<file path="src/autokey_vigenere_cipher_unit_assert.svh">
// assertion macros for the autokey vigenere cipher unit
// AVC_ASSERT checks a property with reset as disable condition
// AVC_ASSERT_ALWAYS checks a property at every rising clock edge, reset included
`ifndef AUTOKEY_VIGENERE_CIPHER_UNIT_ASSERT_SVH
`define AUTOKEY_VIGENERE_CIPHER_UNIT_ASSERT_SVH

`ifndef ASSERT_OFF
`define AVC_ASSERT(lbl, clk, rst_n, prop, msg) \
    lbl: assert property (@(posedge clk) disable iff (!(rst_n)) prop) else $error(msg);
`define AVC_ASSERT_ALWAYS(lbl, clk, prop, msg) \
    lbl: assert property (@(posedge clk) prop) else $error(msg);
`else
`define AVC_ASSERT(lbl, clk, rst_n, prop, msg)
`define AVC_ASSERT_ALWAYS(lbl, clk, prop, msg)
`endif

`endif

</file>
<file path="src/avc_pkg.sv">
package avc_pkg;

    // item kinds
    localparam logic KIND_KEY  = 1'b0;
    localparam logic KIND_TEXT = 1'b1;

    // configuration register indexes
    localparam logic REG_MODE       = 1'b0;
    localparam logic REG_KEY_LENGTH = 1'b1;

    // mode codes
    localparam logic MODE_ENCRYPT = 1'b0;
    localparam logic MODE_DECRYPT = 1'b1;

    localparam logic [4:0] LETTERS = 5'd26;
    localparam logic [7:0] UPPER_A = 8'd65;
    localparam logic [7:0] UPPER_Z = 8'd90;
    localparam logic [7:0] LOWER_A = 8'd97;
    localparam logic [7:0] LOWER_Z = 8'd122;

    typedef struct packed {
        logic       is_letter;
        logic [4:0] value;
    } t_letter;

    // classify a byte as a letter and give its alphabet position
    function automatic t_letter letter_value(input logic [7:0] b);
        t_letter l;
        l.is_letter = 1'b0;
        l.value     = '0;
        if (b >= UPPER_A && b <= UPPER_Z) begin
            l.is_letter = 1'b1;
            l.value     = 5'(b - UPPER_A);
        end else if (b >= LOWER_A && b <= LOWER_Z) begin
            l.is_letter = 1'b1;
            l.value     = 5'(b - LOWER_A);
        end
        return l;
    endfunction

    // reduce a stored 5 bit letter into 0..25
    function automatic logic [4:0] mod26(input logic [4:0] x);
        return (x >= LETTERS) ? 5'(x - LETTERS) : x;
    endfunction

    // (a + b) mod 26 for a, b below 26
    function automatic logic [4:0] add_mod26(input logic [4:0] a, input logic [4:0] b);
        logic [5:0] s;
        s = {1'b0, a} + {1'b0, b};
        return (s >= {1'b0, LETTERS}) ? 5'(s - {1'b0, LETTERS}) : s[4:0];
    endfunction

    // (a - b) mod 26 for a, b below 26
    function automatic logic [4:0] sub_mod26(input logic [4:0] a, input logic [4:0] b);
        logic [5:0] s;
        s = {1'b0, a} + {1'b0, LETTERS} - {1'b0, b};
        return (s >= {1'b0, LETTERS}) ? 5'(s - {1'b0, LETTERS}) : s[4:0];
    endfunction

endpackage

</file>
<file path="src/autokey_vigenere_cipher_unit.sv">
// autokey vigenere cipher over a byte stream. key transactions (kind 0) store a
// primer letter at key_index in the letter ring and send the ring pointer back
// to cell 0; they give no result. text transactions (kind 1) give exactly one
// result byte: a letter of either case is shifted by the ring letter at the
// pointer (added in encrypt mode, subtracted in decrypt mode) and comes out as
// an uppercase letter, after which the plaintext letter is stored back in that
// cell and the pointer steps on modulo key_length; any other byte passes
// through unchanged. the unit takes one transaction every clock cycle unless
// stage 1 holds a result that the stalled output register cannot take; each
// result is registered in stage 1 and then in the output register.
// the rate is set by the ring memory: one read and one write per cycle on a
// single synchronous memory, with a bypass path so that a letter stored by one
// item is seen by the next item even when both touch the same cell. ring cells
// hold garbage until a transaction writes them; the user writes configuration
// (mode, key_length) only while the unit is idle; the unit does not enforce it.
`include "autokey_vigenere_cipher_unit_assert.svh"

module autokey_vigenere_cipher_unit #(
    parameter int MAX_KEY = 32
) (
    input  logic       i_clk,
    input  logic       i_rst_n,

    // input transactions
    input  logic       i_in_valid,
    output logic       o_in_stall,
    input  logic       i_kind,
    input  logic [7:0] i_text_byte,
    input  logic [4:0] i_key_letter,
    input  logic [4:0] i_key_index,

    // result transactions
    output logic       o_out_valid,
    input  logic       i_out_stall,
    output logic [7:0] o_out_byte,

    // configuration writes
    input  logic       i_cfg_valid,
    output logic       o_cfg_ready,
    input  logic       i_cfg_index,
    input  logic [5:0] i_cfg_data
);

    // pointer width and a compare width that holds key_length and MAX_KEY
    localparam int PW = (MAX_KEY > 1) ? $clog2(MAX_KEY) : 1;
    localparam int CW = ((PW > 6) ? PW : 6) + 1;
    localparam logic [CW-1:0] MAX_KEY_C = CW'(MAX_KEY);

    // configuration registers
    logic          r_mode;
    logic [5:0]    r_key_length;

    // ring pointer, kept in step with accepted transactions
    logic [PW-1:0] r_ptr;
    logic [PW-1:0] n_ptr;

    // stage 1: transaction waiting on the ring read
    logic          r_s1_valid;
    logic          r_s1_text;
    logic          r_s1_letter;
    logic [4:0]    r_s1_value;
    logic [7:0]    r_s1_byte;
    logic [PW-1:0] r_s1_addr;
    logic [4:0]    r_s1_key_letter;
    logic          r_s1_key_ok;

    // output register
    logic          r_out_valid;
    logic [7:0]    r_out_byte;

    logic             w_in_accept;
    logic             w_s1_go;
    avc_pkg::t_letter w_letter;
    logic [CW-1:0]    w_used_len;
    logic [CW-1:0]    w_ptr_inc;
    logic             w_rd_en;
    logic [4:0]       w_rd_data;
    logic [4:0]       w_key;
    logic [4:0]       w_plain;
    logic [4:0]       w_res;
    logic             w_wr_en;
    logic [4:0]       w_wr_data;

    assign o_cfg_ready = 1'b1;

    always_ff @(posedge i_clk) begin
        if (!i_rst_n) begin
            r_mode       <= avc_pkg::MODE_ENCRYPT;
            r_key_length <= 6'd1;
        end else if (i_cfg_valid && o_cfg_ready) begin
            case (i_cfg_index)
                avc_pkg::REG_MODE:       r_mode       <= i_cfg_data[0];
                avc_pkg::REG_KEY_LENGTH: r_key_length <= i_cfg_data;
                default: ;
            endcase
        end
    end

    // stage 1 moves on unless it holds a result and the output register is stuck
    assign w_s1_go     = r_s1_valid && (!r_s1_text || !r_out_valid || !i_out_stall);
    assign o_in_stall  = r_s1_valid && !w_s1_go;
    assign w_in_accept = i_in_valid && !o_in_stall;

    assign w_letter = avc_pkg::letter_value(i_text_byte);

    // key length clamped to 1..MAX_KEY
    always_comb begin
        w_used_len = CW'(r_key_length);
        if (w_used_len == '0) begin
            w_used_len = CW'(1);
        end else if (w_used_len > MAX_KEY_C) begin
            w_used_len = MAX_KEY_C;
        end
    end

    assign w_ptr_inc = CW'(r_ptr) + CW'(1);

    // pointer: key transaction rewinds, letter steps with wrap
    always_comb begin
        n_ptr = r_ptr;
        if (w_in_accept) begin
            if (i_kind == avc_pkg::KIND_KEY) begin
                n_ptr = '0;
            end else if (w_letter.is_letter) begin
                n_ptr = (w_ptr_inc >= w_used_len) ? '0 : w_ptr_inc[PW-1:0];
            end
        end
    end

    always_ff @(posedge i_clk) begin
        if (!i_rst_n) begin
            r_ptr <= '0;
        end else begin
            r_ptr <= n_ptr;
        end
    end

    // ring read issued as a letter is taken
    assign w_rd_en = w_in_accept && (i_kind == avc_pkg::KIND_TEXT) && w_letter.is_letter;

    always_ff @(posedge i_clk) begin
        if (!i_rst_n) begin
            r_s1_valid <= 1'b0;
        end else if (w_in_accept) begin
            r_s1_valid <= 1'b1;
        end else if (w_s1_go) begin
            r_s1_valid <= 1'b0;
        end
    end

    always_ff @(posedge i_clk) begin
        if (w_in_accept) begin
            r_s1_text       <= (i_kind == avc_pkg::KIND_TEXT);
            r_s1_letter     <= w_letter.is_letter;
            r_s1_value      <= w_letter.value;
            r_s1_byte       <= i_text_byte;
            r_s1_addr       <= (i_kind == avc_pkg::KIND_TEXT) ? r_ptr : PW'(i_key_index);
            r_s1_key_letter <= i_key_letter;
            r_s1_key_ok     <= (CW'(i_key_index) < MAX_KEY_C);
        end
    end

    avc_ring #(
        .DEPTH (MAX_KEY)
    ) u_ring (
        .i_clk     (i_clk),
        .i_rst_n   (i_rst_n),
        .i_rd_en   (w_rd_en),
        .i_rd_addr (r_ptr),
        .o_rd_data (w_rd_data),
        .i_wr_en   (w_wr_en),
        .i_wr_addr (r_s1_addr),
        .i_wr_data (w_wr_data)
    );

    // shift by the ring letter, plaintext goes back into the ring
    always_comb begin
        w_key = avc_pkg::mod26(w_rd_data);
        if (r_mode == avc_pkg::MODE_ENCRYPT) begin
            w_plain = r_s1_value;
            w_res   = avc_pkg::add_mod26(r_s1_value, w_key);
        end else begin
            w_plain = avc_pkg::sub_mod26(r_s1_value, w_key);
            w_res   = w_plain;
        end
    end

    // at most one write per item as it leaves stage 1: key letter or plaintext letter
    assign w_wr_en   = w_s1_go && (r_s1_text ? r_s1_letter : r_s1_key_ok);
    assign w_wr_data = r_s1_text ? w_plain : r_s1_key_letter;

    always_ff @(posedge i_clk) begin
        if (!i_rst_n) begin
            r_out_valid <= 1'b0;
        end else if (w_s1_go && r_s1_text) begin
            r_out_valid <= 1'b1;
        end else if (!i_out_stall) begin
            r_out_valid <= 1'b0;
        end
    end

    always_ff @(posedge i_clk) begin
        if (w_s1_go && r_s1_text) begin
            r_out_byte <= r_s1_letter ? (8'(w_res) + avc_pkg::UPPER_A) : r_s1_byte;
        end
    end

    assign o_out_valid = r_out_valid;
    assign o_out_byte  = r_out_byte;

    // pointer never leaves the ring
    `AVC_ASSERT(a_ptr_in_ring, i_clk, i_rst_n, (int'(r_ptr) < MAX_KEY), "ring pointer beyond ring")
    // a key transaction rewinds the pointer
    `AVC_ASSERT(a_key_rewinds, i_clk, i_rst_n, (w_in_accept && (i_kind == avc_pkg::KIND_KEY)) |=> (r_ptr == '0), "pointer not rewound by key")
    // a text item leaving stage 1 always lands in the output register
    `AVC_ASSERT(a_text_to_out, i_clk, i_rst_n, (w_s1_go && r_s1_text) |=> r_out_valid, "text result lost")
    // a key item leaving stage 1 makes no result of its own
    `AVC_ASSERT(a_key_no_out, i_clk, i_rst_n, (w_s1_go && !r_s1_text && (!r_out_valid || !i_out_stall)) |=> !r_out_valid, "key item made a result")

endmodule

</file>
<file path="src/avc_ring.sv">
// letter ring memory: one write and one read port, registered read,
// bypass of a write that lands on the entry read in the same cycle
module avc_ring #(
    parameter int DEPTH = 32,
    localparam int AW = (DEPTH > 1) ? $clog2(DEPTH) : 1
) (
    input  logic          i_clk,
    input  logic          i_rst_n,
    input  logic          i_rd_en,
    input  logic [AW-1:0] i_rd_addr,
    output logic [4:0]    o_rd_data,
    input  logic          i_wr_en,
    input  logic [AW-1:0] i_wr_addr,
    input  logic [4:0]    i_wr_data
);

    logic [4:0] r_mem [DEPTH];
    logic [4:0] r_rd_data;
    logic       r_fwd;
    logic [4:0] r_fwd_data;

    always_ff @(posedge i_clk) begin
        if (i_wr_en) begin
            r_mem[i_wr_addr] <= i_wr_data;
        end
        if (i_rd_en) begin
            r_rd_data  <= r_mem[i_rd_addr];
            r_fwd_data <= i_wr_data;
        end
    end

    // read-before-write in the memory, so a colliding write is bypassed
    always_ff @(posedge i_clk) begin
        if (!i_rst_n) begin
            r_fwd <= 1'b0;
        end else if (i_rd_en) begin
            r_fwd <= i_wr_en && (i_wr_addr == i_rd_addr);
        end
    end

    assign o_rd_data = r_fwd ? r_fwd_data : r_rd_data;

endmodule
</file>
<file path="config.mk">
export PLATFORM = sky130hd
export DESIGN_NAME = autokey_vigenere_cipher_unit
export DESIGN_NICKNAME = d
export VERILOG_FILES = /design/src/avc_pkg.sv /design/src/autokey_vigenere_cipher_unit.sv /design/src/avc_ring.sv
export VERILOG_INCLUDE_DIRS = /design/src /design/src/src
export SDC_FILE = /design/constraint.sdc
export NUM_CORES = 1
export LEC_CHECK = 0
export BUFFER_PORTS_ARGS = -buffer_cell sky130_fd_sc_hd__clkbuf_2
export CORE_MARGIN = 4
export CORE_UTILIZATION = 55
export CTS_CLUSTER_SIZE = 20
export DETAILED_ROUTE_END_ITERATION = 6
export GPL_TIMING_DRIVEN = 0
export HOLD_SLACK_MARGIN = 0.12
export PLACE_DENSITY = 0.8
export SLEW_MARGIN = 0
export SYNTH_ARGS = -nofsm -noshare
export SYNTH_HDL_FRONTEND = slang
export SYNTH_SLANG_ARGS = --single-unit
</file>
<file path="constraint.sdc">
create_clock -name i_clk -period 5.15 [get_ports i_clk]
set_input_delay 0 -clock i_clk [delete_from_list [all_inputs] [get_ports i_clk]]
set_output_delay 0 -clock i_clk [all_outputs]
set_load 0.01 [all_outputs]
</file>
==> results.toml, run 1 <==
[critical_path]
end_kind = "flop"
crit_path_start_kind = "flop"
cp.buffers_inverters = 4
critical_path_class = "reg2reg"
cp_top_family = "adder cells"
timing.rr.start = "u_ring.r_fwd"
crit_slowest_cell = "or4_1"
reg2reg_slack_ns = 0.31
ff2ff_path_depth = 20
critical_path_required_ns = 5.50
crit_chain = "mux2_2 > o21ai_0 > nand2b_1 > mux2_2 > ha_1 > inv_1 > ha_1 > inv_1 > fa_1 > nand2b_1 > a21oi_2 > xor2_2 > a21oi_1 > xnor2_1 > mux2i_1 > inv_1 > ha_1 > inv_1 > or4_1 > a31oi_1"
path_max_fanout = 6
cp.arrival_ns = 5.18
r2r_end = "o_out_byte[4]"
cp_common_cell = "inv_1"
slowest_delay_ns = 0.56

[cts]
post_cts_buffers = 0
cts-root-buf = "clkbuf_16"
htreeDepth = 1
ctsLongestPathBuffers = 3
clkTransAtPathRegs_ns = 0.07
cts_tree = "yes"
cts.sinks = 218
cts_made_buffers = 22
insertion_delay_ns = 0.50

[placed_design]
pre_cts_slack_ns = -0.2406
placed_area_mm2 = 0.01030
port_buffers = 38
gp_congestion = 0.8609
hpwl_um = 14170

[timing]
post-route-min-period_ns = 4.839
clock_skew_ns = 0.01958
worstMarginPinSlew_ns = 0.9091
slew_headroom = 0.3917
period_share = 0.9396
fmax_ghz = 0.2067
slew_viol_final = 0
rsz0062_at_grt = "false"
hold_violations = 0
setup_ws_ns = 0.3110
hold_ws_ns = 0.2160
setup_viol = 0

[floorplanning]
core_region_area_mm2 = 0.01730
initial_utilization = 0.5623
fp.dieW_um = 141.0
die_h_um = 141.0
io_pins = 42
rows = 48
fp.dieArea_mm2 = 0.01987

[run_status]
run_status = "complete, no violations"

[final_layout]
drive_above_1_share = 0.2328
fill_cells = 1058
multi_input_area_mm2 = 0.003156
final_util = 0.6633
syn_to_final_growth_pct = 17.96
final_common_cell = "edfxtp_1"
final_cell_mix = "edfxtp_1, nor2_1, mux4_2"
fin_area_mm2 = 0.01147
register_area_mm2 = 0.006397
final_nets = 773

[synthesis]
synth.distinct_cells = 59
ys_async_sr_fraction = 0
synth_seq_cells = 218
synth_area_mm2 = 0.009726
synth.yosys.seq_area_share = 0.6577
syn_inst = 602
yosysWarnings = 0
synth_ff_type = "edfxtp_1"
syn_nets = 664
synth_edf_count = 203
avgSynthCellArea_um2 = 16.16

[routing]
wl_um = 23300
drt_first_pass_iters = 5
drtAntennaViolNets = 0
vias = 5897
dr.first_iter.drc_count = 545
drc_errors = 0
via_per_inst = 6.194
post_drt_wl_per_cell_um = 24.47

[global_route]
grt_usage = 0.2381
grt_pass1_wl_um = 35710
antenna_found_initial = 2
grt_max_degree = 34
grt_overflow = 0
grt_pass1_vias = 6206

[hold_path]
holdPathStages = 2
hold_start = "i_key_letter[2]"
hp-class = "in2reg"
min_to = "r_s1_key_letter[2]"

[power_and_ir_drop]
power_density_mw_per_mm2 = 338.3
power.leakage_nw = 3.871
vdd_drop_max_mv = 0.4383

[job]
drv_cap = 0
-- synthesized netlist by cell type, types with 2 or more instances --
cell type	n	share of area
nor2b_1	10	0.0064
fa_1	2	0.0041
nand4_1	2	0.0013
edfxtp_1	203	0.63
clkbuf_1	21	0.0081
inv_1	25	0.0096
mux2i_1	8	0.0082
a21boi_0	6	0.0046
a21oi_1	15	0.0077
nand2_1	27	0.010
nand2b_1	5	0.0032
a221oi_1	2	0.0018
o21ai_1	2	0.0010
a31oi_1	5	0.0032
buf_2	4	0.0021
or3_1	3	0.0019
xnor2_1	11	0.0099
o31ai_1	3	0.0023
dfxtp_1	15	0.031
a22oi_1	4	0.0031
nor3_1	5	0.0026
mux4_2	50	0.12
nand3b_1	4	0.0031
ha_1	29	0.037
or2_2	2	0.0013
nand3_1	11	0.0057
xor2_1	8	0.0072
o21ai_0	4	0.0021
xor2_2	2	0.0033
a221o_2	2	0.0023
nor2_2	2	0.0013
o21a_1	4	0.0031
mux2_2	17	0.020
nor2_1	60	0.023
a21o_1	5	0.0039
-- flip-flops by register name (all words and copies together), names as in the netlist --
name / count
r_mode: 1
u_ring.r_fwd_data: 5
r_s1_value: 5
r_s1_text: 1
r_s1_valid: 1
r_s1_addr: 5
r_s1_key_letter: 5
o_out_byte: 8
r_s1_byte: 8
r_key_length: 6
o_out_valid: 1
u_ring.r_mem: 160
u_ring.r_rd_data: 5
r_s1_letter: 1
r_ptr: 5
u_ring.r_fwd: 1
-- worst max path at each step --
stage	start	cells after the start	end	slack, ns
floorplan	u_ring.r_fwd	16	u_ring.r_fwd_data[3]	0.02
global placement	u_ring.r_fwd	16	u_ring.r_mem[30][3]	-1.73
detailed placement	u_ring.r_fwd	18	u_ring.r_mem[26][2]	-0.24
CTS	u_ring.r_fwd	21	o_out_byte[4]	0.12
global route	u_ring.r_fwd	21	o_out_byte[4]	0.04
finish	u_ring.r_fwd	20	o_out_byte[4]	0.31
-- what timing repair did --
| action | CTS | global route |
|---|---|---|
| pin swaps | 0 | 0 |
| hold buffers | 44 | 0 |
| resized for setup | 1 | 3 |
| endpoints found under the setup margin | 33 | 77 |
| hold endpoints to repair | 57 | 0 |
-- layer usage --
layer / routed length [µm] / global-route usage
met3: 1645 / 0.04104
met5: 34 / 0
met1: 8285 / 0.2914
met2: 12380 / 0.4269
met4: 952 / 0.08567
-- area by class of cell --
type / count / area share
Multi-Input combinational cell: 330 / 0.2751
Sequential cell: 218 / 0.5576
Buffer: 27 / 0.01003
Inverter: 26 / 0.008507
Clock buffer: 36 / 0.06162
Antenna cell: 1 / 0.0002181
Tap cell: 225 / 0.02454
Timing Repair Buffer: 86 / 0.06129
Clock inverter: 3 / 0.001091
-- kinds of logic after synthesis --
logic type	Yosys count	synth area share
simple gates	140	0.06806
fa+ha+maj	31	0.04143
flops	218	0.6577
other cells	1	0.0003856
mux	75	0.1437
buf+inv	54	0.02226
compound gates	62	0.04606
xor+xnor	21	0.02046
-- power by group --
group	leakage [nW]	switching [mW]	internal, mW	total [mW]
Clock	0.352	0.629	0.934	1.56
Combinational	1.54	0.194	0.128	0.322
Sequential	1.98	0.0129	1.98	2.00
Total	3.87	0.836	3.04	3.88
-- through the flow --
| stage | std cells | total power [mW] | TNS (ns) |
|---|---|---|---|
| floorplan | 602 | 2.214 | 0 |
| global route | 951 | 3.988 | 0 |
| CTS | 952 | 3.863 | 0 |
| detailed placement | 869 | 2.315 | -7.894 |
| finish | 952 | 3.881 | 0 |
| global placement | 865 | 2.286 | -133.96 |
Power figures use the tool's default switching activity.
==> run 2, diff against run 1 <==
CAP_MARGIN = 20   (was not set)
CORE_UTILIZATION = 58   (was 55)
CTS_BUF_LIST = sky130_fd_sc_hd__clkbuf_2 sky130_fd_sc_hd__clkbuf_4 sky130_fd_sc_hd__clkbuf_8   (was not set)
PLACE_DENSITY = 0.84   (was 0.8)
==> run 2 against run 1 <==
  * Hold slack worse by 0.036 ns
  * Final area increased by 0.37%
  * Clock power hardly changed
  * Critical path type unchanged
  * Critical endpoint unchanged
  * Largest cell class unchanged
  * Highest routed layer is now met4
==> results.toml, run 2 (same netlist as run 1, synthesis figures left out) <==
[final_layout]
final_common_cell = "edfxtp_1"
final_util = 0.6968
largest_reg_flops = 160
syn_to_final_growth_pct = 18.40
stdcell_count = 974
final_cell_mix = "edfxtp_1, nor2_1, mux4_2"
fill_cells = 969
final_nets = 788
diodes = 0
top_register = "u_ring.r_mem"
fin_area_mm2 = 0.01151
drive_above_1_share = 0.2573

[floorplanning]
fp.dieW_um = 137.5
rows = 47
die_h_um = 137.5
core_region_area_mm2 = 0.01652
io_pins = 42
fp.dieArea_mm2 = 0.01890
initial_utilization = 0.5886

[power_and_ir_drop]
finalPower_mw = 3.907
power.leakage_nw = 3.911
power_density_mw_per_mm2 = 339.3
vdd_drop_max_mv = 0.2590

[cts]
clkTransAtPathRegs_ns = 0.07
htreeDepth = 2
cts-root-buf = "clkbuf_8"
cts_tree = "yes"
cts_made_buffers = 37
insertion_delay_ns = 0.55
cts.sinks = 218
ctsLongestPathBuffers = 3

[critical_path]
path_max_fanout = 6
end_kind = "flop"
crit_path_start_kind = "flop"
cp.buffers_inverters = 4
crit_chain = "mux2i_2 > ha_1 > nor2_1 > mux2_2 > ha_1 > inv_1 > ha_1 > inv_1 > fa_1 > nand2b_1 > a21oi_2 > xor2_2 > a21oi_2 > xnor2_1 > mux2i_1 > inv_1 > ha_1 > inv_1 > or4_1 > a31oi_1"
crit_slowest_cell = "or4_1"
critical_path_required_ns = 5.52
critical_path_class = "reg2reg"
cp_top_family = "adder cells"
slowest_delay_ns = 0.54
cp.arrival_ns = 5.14

[routing]
drt_first_pass_iters = 5
dr.first_iter.drc_count = 648
vias = 5880
via_per_inst = 6.037
drtAntennaViolNets = 0
drc_errors = 0
post_drt_wl_per_cell_um = 21.87
wl_um = 21300

[placed_design]
placed_area_mm2 = 0.01030
pre_cts_slack_ns = -0.2666
port_buffers = 38
hpwl_um = 13710
dpl.cell_count = 864
gp_congestion = 0.8341

[job]
drv_cap = 0

[run_status]
run_status = "complete, no violations"

[global_route]
grt_pass1_vias = 6068
grt_pass1_wl_um = 33150
antenna_found_initial = 0
grt_max_degree = 34
grt_usage = 0.2350
grt_overflow = 0

[timing]
slew_viol_final = 0
hold_ws_ns = 0.1798
fmax_ghz = 0.2098
slew_headroom = 0.3862
setup_ws_ns = 0.3840
rsz0062_at_grt = "false"
clock_skew_ns = 0.05014
hold_violations = 0
setup_viol = 0
worstMarginPinSlew_ns = 0.9173
setup_tns_ns = 0
period_share = 0.9254
post-route-min-period_ns = 4.766

[hold_path]
hp-class = "in2reg"
## run 2: cell types whose count changed in the layout (fill, tap and decap cells not counted)
cell / delta
clkinv_1: +11
clkbuf_8: +35
mux2i_4: +1
clkinvlp_4: +1
mux2i_2: -1
bufinv_16: +3
diode_2: -1
clkbuf_4: +8
a21oi_1: -1
clkbuf_1: -7
clkinv_2: +2
clkbuf_16: -25
a21oi_2: +1
## run 2: final cells by class
| type | instances | area (µm²) | area share |
|---|---|---|---|
| clock buffers | 47 | 596.8 | 0.05183 |
| well taps | 220 | 275.3 | 0.02391 |
| clock inverters | 20 | 161.4 | 0.01402 |
| multi-input cells | 330 | 3168 | 0.2751 |
| inverters | 26 | 97.59 | 0.008475 |
| repair buffers | 86 | 703.2 | 0.06107 |
| flip-flops and latches | 218 | 6397 | 0.5556 |
| plain buffers | 27 | 115.1 | 0.009997 |
## run 2: what timing repair did
action,4_1_cts,5_1_grt
hold endpoints to repair,59,0
hold buffers,44,0
setup buffers,0,0
gates resized for setup,1,5
setup endpoints to repair,33,104
## run 2: worst reg2reg max path: cells and delay by family, from the launching register on
kind | cells | cell delay, ns
xor+xnor | 2 | 0.47
buf+inv | 4 | 0.29
simple gates | 3 | 0.80
fa+ha+maj | 5 | 1.29
mux | 3 | 0.83
flops | 1 | 0.45
compound gates | 3 | 0.46
## run 2: per-layer routing
layer,GRT usage,wire length (µm)
met1,0.3010,7801
met2,0.3961,10980
met3,0.04383,1790
met4,0.1003,730
met5,0,0
## run 2: worst paths after layout
kind | to | startpoint | slack (ns) | cells past startpoint
min | r_s1_key_letter[0] | i_key_letter[0] | 0.18 | 2
min reg2reg | o_out_byte[6] | r_s1_byte[6] | 0.51 | 1
max reg2reg | o_out_byte[4] | u_ring.r_fwd | 0.38 | 20
max | o_out_byte[4] | u_ring.r_fwd | 0.38 | 20
## run 2: where the power goes
part	leakage [nW]	switching (mW)	internal, mW
clock	0.392	0.678	0.910
sequential	1.98	0.0126	1.98
combinational	1.54	0.192	0.130
total	3.91	0.883	3.02
